==> config.mk <==
export PLATFORM = sky130hd
export DESIGN_NAME = vna_mul
export DESIGN_NICKNAME = d
export VERILOG_FILES = /design/src/sv/vna_pkg.sv /design/src/sv/vna_mul.sv
export SDC_FILE = /design/constraint.sdc
export NUM_CORES = 2
export LEC_CHECK = 0
export BUFFER_PORTS_ARGS = -buffer_cell sky130_fd_sc_hd__buf_4
export CAP_MARGIN = 20
export CORE_ASPECT_RATIO = 1.2
export CORE_UTILIZATION = 45
export DETAILED_ROUTE_END_ITERATION = 6
export HOLD_SLACK_MARGIN = 0.06
export MAX_ROUTING_LAYER = met4
export PLACE_DENSITY_LB_ADDON = 0.1
export SYNTH_ARGS = -nofsm -noshare
export SYNTH_HDL_FRONTEND = slang
export SYNTH_SLANG_ARGS = --single-unit
==> constraint.sdc <==
create_clock -name clk -period 16.4 [get_ports clk]
set_input_delay 4.1 -clock clk [delete_from_list [all_inputs] [get_ports clk]]
set_output_delay 4.1 -clock clk [all_outputs]
set_load 0.005 [all_outputs]
==> src/sv/vna_pkg.sv <==
// ----------------------------------------------------------------------------
// vna_pkg
// Shared types and fixed widths of the vertex normal accumulator.
// ----------------------------------------------------------------------------
package vna_pkg;

    localparam int COORD_BITS = 16;
    localparam int EDGE_BITS  = COORD_BITS + 1;
    localparam int NRM_BITS   = 2 * EDGE_BITS + 1;
    localparam int MUL_W      = 31;
    localparam int PROD_W     = 2 * MUL_W;
    localparam int MAG_W      = 30;

    localparam logic [1:0] ACT_WRITE = 2'd0;
    localparam logic [1:0] ACT_ADD   = 2'd1;
    localparam logic [1:0] ACT_READ  = 2'd2;
    localparam logic [1:0] ACT_CLEAR = 2'd3;

    typedef struct packed {
        logic [1:0]             action;
        logic [7:0]             vertex_index;
        logic signed [15:0]     coord_x;
        logic signed [15:0]     coord_y;
        logic signed [15:0]     coord_z;
        logic [7:0]             corner_b;
        logic [7:0]             corner_c;
    } item_t;

    typedef struct packed {
        logic signed [15:0]     normal_x;
        logic signed [15:0]     normal_y;
        logic signed [15:0]     normal_z;
        logic                   zero_length;
    } result_t;

endpackage

==> src/sv/vna_mul.sv <==
// ----------------------------------------------------------------------------
// vna_mul
// Shared signed multiplier with a registered product.
// ----------------------------------------------------------------------------
module vna_mul
    import vna_pkg::*;
(
    input  logic                     clk,
    input  logic signed [MUL_W-1:0]  op_a,
    input  logic signed [MUL_W-1:0]  op_b,
    output logic signed [PROD_W-1:0] prod
);

    logic signed [PROD_W-1:0] prod_reg;

    always_ff @(posedge clk)
    begin
        prod_reg <= op_a * op_b;
    end

    assign prod = prod_reg;

endmodule

==> qor.csv <==
metric,value,unit
"Slowest-stage cell, CP",fa_1,
# setup viols final,0,
Nets,4999,
Slew @ Worst Pin,0.788,ns
syn nets,5059,
cell count after synthesis,3796,
antenna violations before repair,5,
final hold vios,0,
drt drc,0,
"antenna viol nets, final",0,
vias,24200,
core area,78100,um2
Pins Over Slew Limit,0,
post-synth top area cell,fa_1,
CTS Hold Bufs,0,
WL final,102000,um
Die Ht,310,um
"Warnings, synthesis",0,
drt first pass iters,5,
max_cap viols,0,
M1 WL,39500,um
met2 WL,52500,um
Syn Area/Cell,9.37,um2
H-tree depth,3,
prevailing post-synth register cell,dfxtp_1,
fmax,79.8,MHz
WP data arrival,12.87,ns
uppermost layer routed,met4,
Critical Path End Type,flip-flop,
layout cells sized above 1,4.06,%
crit path to,prod[60],
IO Pins,125,
Hold WS,4.15,ns
I/O Buffers,124,
Worst Setup SP,op_b[22],
Layout area overhead,5.12,%
CP peak stage delay,0.62,ns
run status,"finished, final reports clean",
Area contributors post-synth,"fa_1, inv_1, and2_1",
clk sinks,62,
crit-path max FO,31,
Worst EP required,16.75,ns
"Seq/Total Area, Yosys",3.49,%
"commonest non-fill, non-tap cells in the layout","fa_1, inv_1, nand2_1",
TritonCTS Buffers,9,
number of placement rows,112,
worst slack at placement,3.61,ns
worst setup margin,3.88,ns
Die ar.,80200,um2
filler cell count in the final layout,7528,
Routed met3 length,4100,um
"commonest non-fill, non-tap cell in the layout",fa_1,
GRT overflow,0,
clock transition at the registers of the reported paths,0.10,ns
"most used cell, CP",fa_1,
Synth top area share,57.3,%
first-pass GRT wire length,161000,um
RSZ-0062 raised after global routing,false,
largest net degree at the start of global routing,33,
global-route usage over all layers,28.1,%
Post-CTS Setup Inserts,0,
Worst Hold Class,in2reg,
Starting Density,45.6,%
Synth cell types,47,
CTS resizes,0,
"FFs w/ async S/R, synth",0,%
CTS tree,yes,
Final TNS setup,0,ns
Final HPWL DP,79000,um
via/cell ratio,5.07,
Post-synth EDFFs,0,
max FFs per register,62,
Initial DRC Count,1202,
Syn Std Cell Area,35600,um2
vias in the first global route,27000,
flip-flop and latch count after synthesis,62,
fin crit period,12.52,ns
Final period util,76.4,%
Clock Tree Buf Depth,2,
critical path class,in2reg,
Startpoint Class,primary input,
Final Wtd Congestion,0.908,
die width,259,um
CTS root buffer,clkbuf_16,
Relative slew margins,47.5,%
Routed wire per std cell,21.5,um
[worst min path at each step]
stage / start / endpoint / slack, ns / cells past startpoint
finish: op_b[0] / prod[0] / 4.15 / 2
global route: op_b[0] / prod[0] / 4.16 / 2
CTS: op_b[0] / prod[0] / 4.13 / 2
detailed placement: prod[1] / prod[1] / 4.48 / 1
global placement: prod[1] / prod[1] / 4.48 / 1
floorplan: prod[0] / prod[0] / 4.38 / 0
[Yosys cell counts (2+ instances only)]
| cell | count |
|---|---|
| o21ai_0 | 23 |
| nor4_1 | 6 |
| o21bai_1 | 8 |
| o41ai_1 | 2 |
| a221o_1 | 3 |
| nor3_1 | 6 |
| o21ai_1 | 3 |
| a2111oi_2 | 2 |
| or4_1 | 3 |
| o21a_1 | 6 |
| a21oi_1 | 64 |
| ha_1 | 182 |
| dfxtp_1 | 62 |
| or3_1 | 3 |
| o31ai_1 | 6 |
| nand2_1 | 514 |
| xnor2_1 | 46 |
| nand4_1 | 10 |
| nand3_1 | 14 |
| and2_1 | 451 |
| nor2b_1 | 29 |
| and3_1 | 3 |
| clkbuf_1 | 198 |
| o211ai_1 | 7 |
| a31oi_1 | 4 |
| nor2_1 | 26 |
| nand2b_1 | 10 |
| xor2_1 | 22 |
| o311ai_0 | 2 |
| inv_1 | 1016 |
| a21o_1 | 30 |
| a211o_1 | 2 |
| fa_1 | 1018 |
| a21o_2 | 2 |
[per-layer routing]
layer / track usage, % / vias to the layer above
li1: - / 10600
met1: 33.1 / 12700
met2: 48.0 / 650
met3: 2.38 / 184
met4: 15.1 / 0
met5: - / -
[logic make-up after synthesis]
kind of cell	share of synthesized area, %
and+or+nand+nor	15.1
xor gates and xnor gates	1.67
AOI/OAI and AO/OA	3.25
buffers and inverters	12.8
adders and majority gates	63.7
muxes	0.0316
DFF	3.49
[final cells by class]
class / count / area (um2) / area share [%]
clock buffers: 9 / 225 / 0.602
inverters: 1016 / 3810 / 10.2
repair buffers: 127 / 953 / 2.55
flip-flops and latches: 62 / 1240 / 3.32
clock inverters: 7 / 97.6 / 0.261
multi-input cells: 2520 / 29800 / 79.6
diodes: 2 / 5.00 / 0.0134
well taps: 1026 / 1280 / 3.43
[per-stage QoR]
step                area, um2  util (%)  instances
floorplan               35600         -       3796
global route            37400      47.9       4768
CTS                     37400      47.9       4767
finish                  37400      47.9       4769
global placement        37100      47.5       4751
detailed placement      37100      47.5       4751
[worst max-delay path, delay by kind of cell]
kind | cells | cell delay (ns)
buffers and inverters | 6 | 0.73
and+or+nand+nor | 3 | 0.95
adders and majority gates | 9 | 4.43
AOI/OAI and AO/OA | 8 | 2.63
Power is left out: the tool's default activity adds up to more than one toggle a clock period on the data nets, which glitch-free logic cannot reach.
